==> src/hw/rtl/spe_pkg.sv <==
// shared types and constants for the script push extractor
package spe_pkg;

    localparam int NUM_PUSHES_DEF = 4;
    localparam int CFG_INDEX_W    = 8;

    // configuration register indexes
    localparam logic [CFG_INDEX_W-1:0] CFG_SIG_MAX    = 8'd0;
    localparam logic [CFG_INDEX_W-1:0] CFG_SECRET_MAX = 8'd1;

    localparam logic [7:0] SIG_MAX_RESET    = 8'd73;
    localparam logic [7:0] SECRET_MAX_RESET = 8'd32;

    // opcodes
    localparam logic [7:0] OP_DIRECT_LIMIT = 8'd76;
    localparam logic [7:0] OP_PUSH_LEN1    = 8'h4C;
    localparam logic [7:0] OP_PUSH_LEN2    = 8'h4D;
    localparam logic [7:0] OP_PUSH_LEN4    = 8'h4E;

    // length field sizes of the pushdata forms
    localparam logic [2:0] LEN_BYTES_PD1 = 3'd1;
    localparam logic [2:0] LEN_BYTES_PD2 = 3'd2;
    localparam logic [2:0] LEN_BYTES_PD4 = 3'd4;

    typedef enum logic [2:0] {
        ST_RUNNING    = 3'd0,
        ST_DONE       = 3'd1,
        ST_BAD_OPCODE = 3'd2,
        ST_TOO_LONG   = 3'd3,
        ST_EARLY_END  = 3'd4
    } status_t;

    typedef enum logic [3:0] {
        PH_OPCODE = 4'b0001,
        PH_LENGTH = 4'b0010,
        PH_DATA   = 4'b0100,
        PH_DONE   = 4'b1000
    } phase_t;

    typedef struct packed {
        logic [7:0] sig_max_len;
        logic [7:0] secret_max_len;
    } limits_t;

    typedef struct packed {
        logic       data_valid;
        logic [7:0] data_byte;
        logic [1:0] push_index;
        status_t    status;
    } result_t;

endpackage

==> src/hw/rtl/spe_cfg_regs.sv <==
// configuration registers holding the push length limits
module spe_cfg_regs (
    input  logic                            clk,
    input  logic                            rst_n,
    input  logic                            cfg_valid,
    output logic                            cfg_ready,
    input  logic [spe_pkg::CFG_INDEX_W-1:0] cfg_index,
    input  logic [7:0]                      cfg_data,
    output spe_pkg::limits_t                limits
);
    import spe_pkg::*;

    limits_t limits_reg;
    limits_t limits_next;

    assign cfg_ready = 1'b1;
    assign limits    = limits_reg;

    always_comb
    begin
        limits_next = limits_reg;
        if (cfg_valid)
        begin
            unique case (cfg_index)
                CFG_SIG_MAX:    limits_next.sig_max_len    = cfg_data;
                CFG_SECRET_MAX: limits_next.secret_max_len = cfg_data;
                default:        limits_next = limits_reg;
            endcase
        end
    end

    always_ff @(posedge clk or negedge rst_n)
    begin
        if (!rst_n)
        begin
            limits_reg.sig_max_len    <= SIG_MAX_RESET;
            limits_reg.secret_max_len <= SECRET_MAX_RESET;
        end
        else
        begin
            limits_reg <= limits_next;
        end
    end

endmodule

==> src/hw/rtl/spe_parser.sv <==
// push parser state and its one-byte update
module spe_parser #(
    parameter int NUM_PUSHES = spe_pkg::NUM_PUSHES_DEF
) (
    input  logic             clk,
    input  logic             rst_n,
    input  logic             step_en,
    input  logic [7:0]       script_byte,
    input  logic             end_of_script,
    input  spe_pkg::limits_t limits,
    output spe_pkg::result_t result
);
    import spe_pkg::*;

    localparam int CNT_W = (NUM_PUSHES > 1) ? $clog2(NUM_PUSHES) : 1;
    localparam logic [CNT_W-1:0] LAST_PUSH = CNT_W'(NUM_PUSHES - 1);

    phase_t           phase_reg,     phase_next;
    logic [7:0]       len_low_reg,   len_low_next;
    logic             len_high_reg,  len_high_next;
    logic [2:0]       len_left_reg,  len_left_next;
    logic [1:0]       len_pos_reg,   len_pos_next;
    logic [7:0]       data_left_reg, data_left_next;
    logic [CNT_W-1:0] pushes_reg,    pushes_next;
    status_t          status_reg,    status_next;

    logic        len_event;
    logic        finish_event;
    logic [7:0]  len_value;
    logic        len_high;
    logic [7:0]  limit;
    logic [31:0] push_ext;

    always_comb
    begin
        phase_next     = phase_reg;
        len_low_next   = len_low_reg;
        len_high_next  = len_high_reg;
        len_left_next  = len_left_reg;
        len_pos_next   = len_pos_reg;
        data_left_next = data_left_reg;
        pushes_next    = pushes_reg;
        status_next    = status_reg;
        len_event      = 1'b0;
        finish_event   = 1'b0;
        len_value      = script_byte;
        len_high       = 1'b0;
        push_ext       = 32'(pushes_reg);

        result.data_valid = 1'b0;
        result.data_byte  = 8'd0;
        result.push_index = 2'd0;

        unique case (phase_reg)
            PH_OPCODE:
            begin
                if (script_byte < OP_DIRECT_LIMIT)
                begin
                    len_event = 1'b1;
                end
                else if (script_byte == OP_PUSH_LEN1 || script_byte == OP_PUSH_LEN2
                         || script_byte == OP_PUSH_LEN4)
                begin
                    len_left_next = (script_byte == OP_PUSH_LEN1) ? LEN_BYTES_PD1 :
                                    (script_byte == OP_PUSH_LEN2) ? LEN_BYTES_PD2 :
                                                                    LEN_BYTES_PD4;
                    len_pos_next  = 2'd0;
                    len_low_next  = 8'd0;
                    len_high_next = 1'b0;
                    phase_next    = PH_LENGTH;
                end
                else
                begin
                    status_next = ST_BAD_OPCODE;
                    phase_next  = PH_DONE;
                end
            end
            PH_LENGTH:
            begin
                // low byte kept, upper bytes only matter as nonzero
                if (len_pos_reg == 2'd0)
                    len_low_next = script_byte;
                else
                    len_high_next = len_high_reg | (script_byte != 8'd0);
                len_pos_next = len_pos_reg + 2'd1;
                if (len_left_reg != 3'd0)
                    len_left_next = len_left_reg - 3'd1;
                if (len_left_next == 3'd0)
                begin
                    len_event = 1'b1;
                    len_value = len_low_next;
                    len_high  = len_high_next;
                end
            end
            PH_DATA:
            begin
                result.data_valid = 1'b1;
                result.data_byte  = script_byte;
                result.push_index = push_ext[1:0];
                if (data_left_reg != 8'd0)
                    data_left_next = data_left_reg - 8'd1;
                if (data_left_next == 8'd0)
                    finish_event = 1'b1;
            end
            PH_DONE:
            begin
                phase_next = PH_DONE;
            end
            default:
            begin
                phase_next = phase_reg;
            end
        endcase

        // limit of the push in progress
        if (pushes_reg == '0)
            limit = 8'd0;
        else if (pushes_reg == LAST_PUSH)
            limit = limits.secret_max_len;
        else
            limit = limits.sig_max_len;

        if (len_event)
        begin
            if (len_high || (len_value > limit))
            begin
                status_next = ST_TOO_LONG;
                phase_next  = PH_DONE;
            end
            else if (len_value == 8'd0)
            begin
                finish_event = 1'b1;
            end
            else
            begin
                data_left_next = len_value;
                phase_next     = PH_DATA;
            end
        end

        if (finish_event)
        begin
            if (pushes_reg == LAST_PUSH)
            begin
                status_next = ST_DONE;
                phase_next  = PH_DONE;
            end
            else
            begin
                pushes_next = pushes_reg + CNT_W'(1);
                phase_next  = PH_OPCODE;
            end
        end

        if (end_of_script && status_next == ST_RUNNING)
            status_next = ST_EARLY_END;

        result.status = status_next;

        // next script starts from a clean parse
        if (end_of_script)
        begin
            phase_next     = PH_OPCODE;
            len_low_next   = 8'd0;
            len_high_next  = 1'b0;
            len_left_next  = 3'd0;
            len_pos_next   = 2'd0;
            data_left_next = 8'd0;
            pushes_next    = '0;
            status_next    = ST_RUNNING;
        end
    end

    always_ff @(posedge clk or negedge rst_n)
    begin
        if (!rst_n)
        begin
            phase_reg     <= PH_OPCODE;
            len_low_reg   <= 8'd0;
            len_high_reg  <= 1'b0;
            len_left_reg  <= 3'd0;
            len_pos_reg   <= 2'd0;
            data_left_reg <= 8'd0;
            pushes_reg    <= '0;
            status_reg    <= ST_RUNNING;
        end
        else if (step_en)
        begin
            phase_reg     <= phase_next;
            len_low_reg   <= len_low_next;
            len_high_reg  <= len_high_next;
            len_left_reg  <= len_left_next;
            len_pos_reg   <= len_pos_next;
            data_left_reg <= data_left_next;
            pushes_reg    <= pushes_next;
            status_reg    <= status_next;
        end
    end

endmodule

==> src/hw/rtl/script_push_extractor.sv <==
// script push extractor: input register, push parser and result register
// a byte transfer reaches its result transfer through the input register and then the result register
// throughput: one byte per cycle while the result channel does not stall, bound by the per-byte parser state update
// each byte gives exactly one result, payload bytes carry their push index
// reset: parse state, both stage valids cleared; limits return to 73 and 32
// after a byte marked end of script the parse state returns to its reset value
module script_push_extractor #(
    parameter int NUM_PUSHES = spe_pkg::NUM_PUSHES_DEF
) (
    input  logic                            clk,
    input  logic                            rst_n,
    // input byte channel
    input  logic                            in_valid,
    output logic                            in_stall,
    input  logic [7:0]                      script_byte,
    input  logic                            end_of_script,
    // result channel
    output logic                            out_valid,
    input  logic                            out_stall,
    output logic                            data_valid,
    output logic [7:0]                      data_byte,
    output logic [1:0]                      push_index,
    output logic [2:0]                      status,
    // configuration write channel
    input  logic                            cfg_valid,
    output logic                            cfg_ready,
    input  logic [spe_pkg::CFG_INDEX_W-1:0] cfg_index,
    input  logic [7:0]                      cfg_data
);
    import spe_pkg::*;

    // input stage
    logic       in_valid_reg;
    logic [7:0] byte_reg;
    logic       eos_reg;

    // result stage
    logic       out_valid_reg;
    result_t    result_reg;

    limits_t    limits;
    result_t    result_next;
    logic       advance;
    logic       in_take;

    // the held byte moves on when the result register is free or drains now
    assign advance  = in_valid_reg && (!out_valid_reg || !out_stall);
    assign in_stall = in_valid_reg && !advance;
    assign in_take  = in_valid && !in_stall;

    spe_cfg_regs u_cfg (
        .clk       (clk),
        .rst_n     (rst_n),
        .cfg_valid (cfg_valid),
        .cfg_ready (cfg_ready),
        .cfg_index (cfg_index),
        .cfg_data  (cfg_data),
        .limits    (limits)
    );

    // parser state steps once per byte leaving the input stage
    spe_parser #(
        .NUM_PUSHES (NUM_PUSHES)
    ) u_parser (
        .clk           (clk),
        .rst_n         (rst_n),
        .step_en       (advance),
        .script_byte   (byte_reg),
        .end_of_script (eos_reg),
        .limits        (limits),
        .result        (result_next)
    );

    // stage valids
    always_ff @(posedge clk or negedge rst_n)
    begin
        if (!rst_n)
        begin
            in_valid_reg  <= 1'b0;
            out_valid_reg <= 1'b0;
        end
        else
        begin
            if (in_take)
                in_valid_reg <= 1'b1;
            else if (advance)
                in_valid_reg <= 1'b0;

            if (advance)
                out_valid_reg <= 1'b1;
            else if (!out_stall)
                out_valid_reg <= 1'b0;
        end
    end

    // payload registers, no reset needed
    always_ff @(posedge clk)
    begin
        if (in_take)
        begin
            byte_reg <= script_byte;
            eos_reg  <= end_of_script;
        end
        if (advance)
            result_reg <= result_next;
    end

    assign out_valid  = out_valid_reg;
    assign data_valid = result_reg.data_valid;
    assign data_byte  = result_reg.data_byte;
    assign push_index = result_reg.push_index;
    assign status     = result_reg.status;

endmodule
==> config.mk <==
export PLATFORM = sky130hd
export DESIGN_NAME = script_push_extractor
export DESIGN_NICKNAME = d
export VERILOG_FILES = /design/src/hw/rtl/spe_pkg.sv /design/src/hw/rtl/spe_cfg_regs.sv /design/src/hw/rtl/spe_parser.sv /design/src/hw/rtl/script_push_extractor.sv
export SDC_FILE = /design/constraint.sdc
export NUM_CORES = 1
export LEC_CHECK = 0
export BUFFER_PORTS_ARGS = -buffer_cell sky130_fd_sc_hd__clkbuf_2
export CAP_MARGIN = 20
export CORE_MARGIN = 2
export CORE_UTILIZATION = 35
export CTS_CLUSTER_DIAMETER = 120
export DETAILED_ROUTE_END_ITERATION = 8
export GPL_TIMING_DRIVEN = 0
export PLACE_DENSITY = 0.51
export SYNTH_ARGS = -nofsm -noshare
export SYNTH_HDL_FRONTEND = slang
export SYNTH_SLANG_ARGS = --single-unit
==> constraint.sdc <==
create_clock -name clk -period 11.3 [get_ports clk]
set_input_delay 1.695 -clock clk [delete_from_list [all_inputs] [get_ports clk]]
set_output_delay 1.695 -clock clk [all_outputs]
set_load 0.01 [all_outputs]
==> results of run 1 <==
[cell usage in the layout, fill, tap and decap left out, types with 8 or more instances in the layout]
cell type,n
o21ai_0,10
nand3_1,8
dfrtp_1,44
or2_2,8
nor3_1,13
mux2i_1,12
a21oi_1,15
nor2_1,23
clkbuf_16,9
and2_1,11
inv_1,16
a22o_1,9
clkbuf_2,46
edfxtp_1,23
clkbuf_1,13
nand2_1,27
mux2_2,24
ha_1,16
[where the power goes]
group	internal, mW	leakage (nW)	switching (mW)
clock network	0.154	0.128	0.111
registers	0.301	0.877	0.0231
logic	0.0765	0.971	0.109
[worst max-delay path, stage by stage, from the launching register on]
cell and delay, ns:
dfrtp_1 0.43, inv_1 0.08, ha_1 0.16, ha_1 0.24, or3b_2 0.48, a2111o_1 0.38
buf_2 0.21, mux2_2 0.35, ha_1 0.32, nand4_1 0.17, o21ai_0 0.27, o311a_1 0.21
clkbuf_1 0.40, nand2_2 0.24, or2_2 0.33, a32o_1 0.24
[area by class of cell]
class	count	share of cell area
buffer	15	0.01329
clock buffer	11	0.05155
clock inverter	5	0.006909
inverter	16	0.01276
multi-input combinational	267	0.4108
sequential	72	0.4084
tap	140	0.03720
timing repair buffer	48	0.05900
[logic make-up after synthesis]
kind of cell | count (synthesis) | share of synthesized area
compound gates | 82 | 0.1490
flops | 72 | 0.4832
mux | 37 | 0.1037
fa+ha+maj | 16 | 0.05030
buf+inv | 31 | 0.03081
simple gates | 130 | 0.1798
other cells | 1 | 0.0009422
xor+xnor | 1 | 0.002201
[through the flow]
stage / std cells / setup WS, ns
global placement: 555 / 6.509
CTS: 573 / 6.513
finish: 574 / 6.688
floorplan: 370 / 7.303
global route: 574 / 6.420
detailed placement: 557 / 6.550
[worst paths after layout]
check,start,to,slack [ns],depth (start not counted)
worst max-delay path,u_parser.len_left_reg[0],u_parser.data_left_reg[5],6.69,15
min in group asynchronous,rst_n,in_valid_reg,1.34,1
worst max register to register,u_parser.len_left_reg[0],u_parser.data_left_reg[5],6.69,15
worst min-delay path,in_valid_reg,out_valid,0.49,1
max in group asynchronous,rst_n,u_parser.phase_reg[0],9.32,2
worst min register to register,in_valid_reg,out_valid,0.49,1
[layer usage]
layer,GRT usage,part of all wire,up-vias,routed length [um]
met5,0,0,-,0
met4,0.04000,0.010,0,94
met3,0.03458,0.050,11,469
met2,0.2712,0.49,85,4597
met1,0.2125,0.45,1548,4258
li1,-,-,1505,-
==> reports/results.ini, run 1 <==
[drt]
dr.first_iter.drc_count=150
num_vias=3149
routed_wirelength_um=9420
vias_per_cell=5.486
route.detailed.wl_per_inst_um=16.41
first_pass_iters=5
postRouteAntennaNets=0
remaining_drc_errors=0

[sta]
finalWorstPathRequiredPeriod_ns=4.612
timing.slew.headroom=0.3935
post_route_fraction_of_the_period_consumed_by_the_critical_path=0.4081
fin_tns_setup_ns=0
timing.fmax_mhz=216.8
tightest_slew_ns=0.8868
timing_hold_violations_final=0
grt_setup_unrepaired=false
clock-skew-final_ns=0.006487
whs_ns=0.4946
final-setup-viol-count=0
final_max_slew_viol_count=0

[floorplanning]
core_um2=10980
die_width_um=110.6
rows=38
ios=47
die_area_um2=12240
initial_utilization=0.3624
die_boundary_height_um=110.6

[finish]
max_ffs_per_register=16
flow.area_growth_from_synthesis_pct=18.30
fillerInstances=1072
antennaDiodeCount=0
seqCellArea_um2=1923
finish.instance_area_um2=4708
multi_input_comb_area_um2=1934
finish.utilization=0.4287
final_layout_size_suffix_gt1_frac=0.2650
number_of_nets_in_the_finished_design=475

[global_routing]
grt_max_degree=30
via_count_of_the_first_global_routing_pass=3100
global_route_total_overflow=0
global_route.usage.total=0.1613
grt_pass1_wl_um=15840
grt_antenna_before_repair=0

[yosys]
yosys_most_used_dff=dfrtp_1
seq_total_area_yosys=0.4832
number_of_nets_in_the_synthesized_netlist=416
synthesis.yosys.warnings=0
synth-edff-count=23
synth-async-reset-ratio=0.6806
yosys.cell_count.top_type=dfrtp_1
number_of_distinct_library_cells_after_synthesis=67
synth_top_cell_by_area=dfrtp_1
synth.top_cells.by_count=dfrtp_1, nand2_1, mux2_2
synth_largest_type_area_fraction=0.2766
mean_instance_size_in_the_synthesized_netlist_um2=10.76
syn_area_um2=3980
synth.ff_latch_count=72
synthCells=370
most_area_consuming_cells_after_synthesis=dfrtp_1, edfxtp_1, mux2_2

[placement]
routabilityCongestion=0.8221
portBuffers=45
place.detailed.hpwl_um=6957
placement.cell_area_um2=4428

[setup_path]
worstSetupPathType=reg -> reg
signal_arrival_time_at_the_worst_endpoint_ns=4.83
critPathMaxFanout=9
worst_setup_path_end_kind=register
worst_setup_path_start_kind=register
required_ns=11.52

[clock_tree]
cts.htree.levels=3
cts_sinks=72
cts_hold_buffers=0
clock_insertion_delay_worst_skew_ns=0.33
ctsLongestPathBuffers=2
cts_resized=0
cts.clk_slew.worst_paths_ns=0.06
cts-root-buf=clkbuf_16
cts-buffers-inserted=9
cts_tree=yes
post_cts_buffers=0

[run]
cap_viol_max_count=0

[power]
vdd.ir_drop.worst_mv=0.06420
power_density_nw_per_um2=164.4
leakage_nw=1.975
power_mw=0.7743

[worst_hold_path]
min-delay-path-class=reg -> reg

[run_status]
status=finished clean

Note: power is estimated with default switching activity, not from simulation.
==> inputs of run 2 (changes only) <==
PLACE_DENSITY = 0.53   (was 0.51)
clock period = 3.9 ns   (was 11.3 ns; I/O delays follow)
==> run 2 against run 1 <==
The run now ends with negative setup slack left. Worst hold slack worse by 0.22 ns. Critical path depth is 1 higher. Register-to-register slack worse by 6.7 ns. Final cell count is 3.0% higher. Die area did not move. Non-clock buffer count increased by 17. Power rose to 3.1 times the previous value. Clock power grew to 3.3 times the previous value. Largest cell class unchanged. Sequential power increased to 2.9 times the previous value. Worst setup slack worse by 6.7 ns. Largest power group unchanged.
==> reports/results.ini, run 2 (same netlist as run 1, synthesis figures left out) <==
[power]
power_density_nw_per_um2=480.5
vdd.ir_drop.worst_mv=0.2664
leakage_nw=2.148

[floorplanning]
rows=38
core_um2=10980
die_width_um=110.6
ios=47
initial_utilization=0.3624
die_boundary_height_um=110.6
die_area_um2=12240

[sta]
final_max_slew_viol_count=0
whs_ns=0.2701
timing.fmax_mhz=255.1
final-setup-viol-count=1
timing_hold_violations_final=0
finalWorstPathRequiredPeriod_ns=3.919
post_route_fraction_of_the_period_consumed_by_the_critical_path=1.005
tightest_slew_ns=0.9346
grt_setup_unrepaired=true
least_setup_slack_across_all_paths_after_layout_ns=-0.01948
timing.slew.headroom=0.3608
clock-skew-final_ns=0.006900
fin_tns_setup_ns=-0.01948

[drt]
vias_per_cell=5.404
num_vias=3194
first_pass_iters=4
dr.first_iter.drc_count=114
route.detailed.wl_per_inst_um=16.60
routed_wirelength_um=9811
postRouteAntennaNets=0
remaining_drc_errors=0

[run]
cap_viol_max_count=0

[finish]
max_ffs_per_register=16
number_of_nets_in_the_finished_design=492
finish.cell_count_without_fillers=591
most_used_cells_in_the_layout_excluding_fill_and_tap_cells=clkbuf_2, dfrtp_1, nand2_1
flow.area_growth_from_synthesis_pct=26.91
final_layout_size_suffix_gt1_frac=0.3348
layout_commonest_cell=clkbuf_2
antennaDiodeCount=0

[clock_tree]
ctsLongestPathBuffers=2
cts.htree.levels=3
cts_sinks=72
cts-buffers-inserted=9
cts.clk_slew.worst_paths_ns=0.06
cts-root-buf=clkbuf_16
cts_tree=yes
clock_insertion_delay_worst_skew_ns=0.34

[setup_path]
critPathMaxFanout=5
worst_setup_path_start_kind=register
critPathMostFrequentCell=ha_4
crit_start=u_parser.len_left_reg[0]
cells_along_the_critical_path=inv_2, ha_4, ha_4, or3b_4, a2111o_1, buf_6, mux2_4, ha_4, nand4_1, o21ai_2, buf_4, o311ai_4, nor4_2, nor3_2, buf_4, a32o_1
worst_setup_path_end_kind=register
required_ns=4.12
critical-path-slowest-cell=a2111o_1
crit-reg2reg-launch=u_parser.len_left_reg[0]
worstSetupPathType=reg -> reg
cp_slowest_stage_delay_ns=0.42
signal_arrival_time_at_the_worst_endpoint_ns=4.14

[global_routing]
global_route.usage.total=0.1671
grt_pass1_wl_um=16420
grt_max_degree=26
global_route_total_overflow=0
via_count_of_the_first_global_routing_pass=3234
grt_antenna_before_repair=0

[run_status]
failed_checks=negative setup slack
status=finished, violations left

[placement]
dpl_ws_ns=-0.6185
routabilityCongestion=0.8437
place.detailed.instances=556
place.detailed.hpwl_um=6866
portBuffers=45

[worst_hold_path]
min-delay-path-class=in -> async

run 2: where the power goes:
group	internal (mW)	switching, mW
Sequential	0.873	0.0686
Clock	0.561	0.326
Combinational	0.261	0.339
run 2: repair_timing:
item	4_1_cts	5_1_grt
hold buffers	0	0
pin swaps	9	12
buffers inserted	11	7
setup endpoints to repair	19	18
gates resized for setup	27	11
cloned	1	0
run 2: stage by stage:
step	area [um^2]	power, mW	utilization
finish	5051	2.427	0.4599
global route	5051	2.562	0.4599
CTS	4951	2.408	0.4508
detailed placement	4402	1.478	0.4008
global placement	4382	1.467	0.3990
floorplan	3981	1.320	-
run 2: layout make-up:
cell class,count,area (um^2)
fillers,1025,5932
multi-input cells,267,2095
flip-flops and latches,72,1923
repair buffers,65,395.4
clock buffers,9,225.2
well taps,140,175.2
clock inverters,7,96.34
plain buffers,15,81.33
inverters,16,60.06
run 2: metal layers:
layer  GRT usage  vias up  part of all wire
met2      0.2798       97              0.48
met4     0.04500        0             0.013
li1            -     1546                 -
met3     0.04281       11             0.071
met5           0        -                 0
met1      0.2152     1540              0.43
run 2: worst max-delay path, delay by kind of cell (launching register included):
family,cells,cell delay [ns]
and+or+nand+nor,4,1.00
AOI/OAI and AO/OA,4,0.97
adders and majority gates,3,0.57
buffers and inverters,4,0.53
DFF,1,0.40
muxes,1,0.33
run 2: path summary, 6_finish.rpt:
path | end | slack (ns) | depth (start not counted)
setup / recovery | u_parser.pushes_reg[0] | -0.02 | 16
hold / removal | u_parser.len_low_reg[6] | 0.27 | 1
setup reg to reg | u_parser.pushes_reg[0] | -0.02 | 16
hold reg to reg | u_parser.len_pos_reg[1] | 0.49 | 2
max in group asynchronous | u_parser.phase_reg[0] | 2.98 | 2
min in group clk | eos_reg | 0.42 | 1
==> inputs of run 3 (changes only) <==
SKIP_CTS_REPAIR_TIMING = 1   (was unset)
==> run 3 against run 2 <==
The flow now finishes without violations. Highest routed layer unchanged. Critical endpoint unchanged. Die area unchanged. Critical path depth unchanged. Final cell count down 0.68%. Largest cell class unchanged. Clock power about the same. Worst setup slack better by 0.058 ns. Maximum frequency increased by 1.5%.
==> reports/results.ini, run 3 (same netlist as run 1, synthesis figures left out) <==
[drt]
route.detailed.wl_per_inst_um=16.59
dr.first_iter.drc_count=152
num_vias=3136
vias_per_cell=5.342
first_pass_iters=5
postRouteAntennaNets=0
routed_wirelength_um=9739
remaining_drc_errors=0

[sta]
final_max_slew_viol_count=0
timing.fmax_mhz=259.0
clock-skew-final_ns=0.005983
tightest_slew_ns=0.8985
grt_setup_unrepaired=true
timing.slew.headroom=0.3855
final-setup-viol-count=0
timing_hold_violations_final=0
finalWorstPathRequiredPeriod_ns=3.861
post_route_fraction_of_the_period_consumed_by_the_critical_path=0.9900
whs_ns=0.2747

[floorplanning]
core_um2=10980
die_area_um2=12240
ios=47
rows=38
die_width_um=110.6
initial_utilization=0.3624
die_boundary_height_um=110.6

[setup_path]
critical-path-slowest-cell=a2111o_1
cp_slowest_stage_delay_ns=0.46
r2r_cells=16
required_ns=4.12
critPathMaxFanout=5
crit-reg2reg-launch=u_parser.len_left_reg[0]
worst_setup_path_end_kind=register
worst_setup_path_start_kind=register
critPathMostFrequentCell=ha_4
signal_arrival_time_at_the_worst_endpoint_ns=4.08
worstSetupPathType=reg -> reg
cells_along_the_critical_path=inv_2, ha_4, ha_4, or3b_4, a2111o_1, buf_6, mux2_4, ha_4, nand4_1, o21ai_2, buf_4, o311ai_4, nor4_2, nor3_2, buf_4, a32o_1
timing.reg2reg.setup_slack_ns=0.04
worstReg2RegEnd=u_parser.pushes_reg[0]
crit_start=u_parser.len_left_reg[0]

[run]
cap_viol_max_count=0

[clock_tree]
cts-buffers-inserted=9
ctsLongestPathBuffers=2
clock_insertion_delay_worst_skew_ns=0.34
cts.htree.levels=3
cts-root-buf=clkbuf_16
cts_sinks=72
cts.clk_slew.worst_paths_ns=0.06
cts_tree=yes

[power]
vdd.ir_drop.worst_mv=0.2669
leakage_nw=2.117
power_density_nw_per_um2=479.2

[worst_hold_path]
min-delay-path-class=in -> async

[finish]
flow.area_growth_from_synthesis_pct=25.97
finish.cell_count_without_fillers=587
final_layout_size_suffix_gt1_frac=0.3289
layout_commonest_cell=clkbuf_2
antennaDiodeCount=0
number_of_nets_in_the_finished_design=488
most_used_cells_in_the_layout_excluding_fill_and_tap_cells=clkbuf_2, dfrtp_1, nand2_1
max_ffs_per_register=16

[global_routing]
global_route.usage.met2=0.2650
global_route_total_overflow=0
via_count_of_the_first_global_routing_pass=3144
gr-usage-met1=0.2099
grt_antenna_before_repair=0
grt_pass1_wl_um=15890
global_route.usage.total=0.1611
grt_max_degree=26
global_route_layer_with_the_greatest_usage=met2
groute.layer.met3.usage=0.04281

[placement]
portBuffers=45
routabilityCongestion=0.8437
place.detailed.instances=556
place.detailed.hpwl_um=6866

[run_status]
status=finished clean

-- run 3: through the flow --
| step | cell area (um^2) | utilization | TNS, ns | total power [mW] | setup slack [ns] |
|---|---|---|---|---|---|
| after CTS | 4723 | 0.4301 | -6.293 | 2.378 | -0.6706 |
| after floorplan | 3981 | - | 0 | 1.320 | 0.001319 |
| final | 5014 | 0.4565 | 0 | 2.402 | 0.03899 |
| after detailed placement | 4402 | 0.4008 | -5.775 | 1.478 | -0.6185 |
| after global placement | 4382 | 0.3990 | -4.807 | 1.467 | -0.5788 |
| after global routing | 5014 | 0.4565 | -0.8061 | 2.535 | -0.1626 |
-- run 3: power breakdown --
group	leakage, nW	total (mW)	internal [mW]	switching (mW)
clock network	0.159	0.886	0.560	0.326
logic	1.08	0.576	0.244	0.332
registers	0.875	0.940	0.873	0.0672
total	2.12	2.40	1.68	0.725
-- run 3: layout make-up --
class / count / area [um^2]
Sequential cell: 72 / 1924
Timing Repair Buffer: 61 / 362.8
Fill cell: 1023 / 5969
Clock buffer: 9 / 225.2
Buffer: 15 / 77.57
Multi-Input combinational cell: 267 / 2092
Inverter: 16 / 60.06
Tap cell: 140 / 175.2
Clock inverter: 7 / 96.34
-- run 3: how the worst max path moves through the flow --
stage	to	slack [ns]	depth (start not counted)
floorplan	u_parser.data_left_reg[5]	0.001	15
global placement	u_parser.phase_reg[3]	-0.58	14
detailed placement	u_parser.phase_reg[3]	-0.62	14
CTS	u_parser.phase_reg[3]	-0.67	14
finish	u_parser.pushes_reg[0]	0.04	16
global route	u_parser.pushes_reg[0]	-0.16	16
-- run 3: worst max-delay path: cells and delay by family (launching register included) --
kind / cells / cell delay (ns)
mux: 1 / 0.32
fa+ha+maj: 3 / 0.56
simple gates: 4 / 0.93
flops: 1 / 0.43
buf+inv: 4 / 0.53
compound gates: 4 / 0.98
-- run 3: layer usage --
layer,up-vias,share of wire
met5,-,0
met4,0,0.011
met3,9,0.045
met2,73,0.48
met1,1524,0.47
li1,1530,-
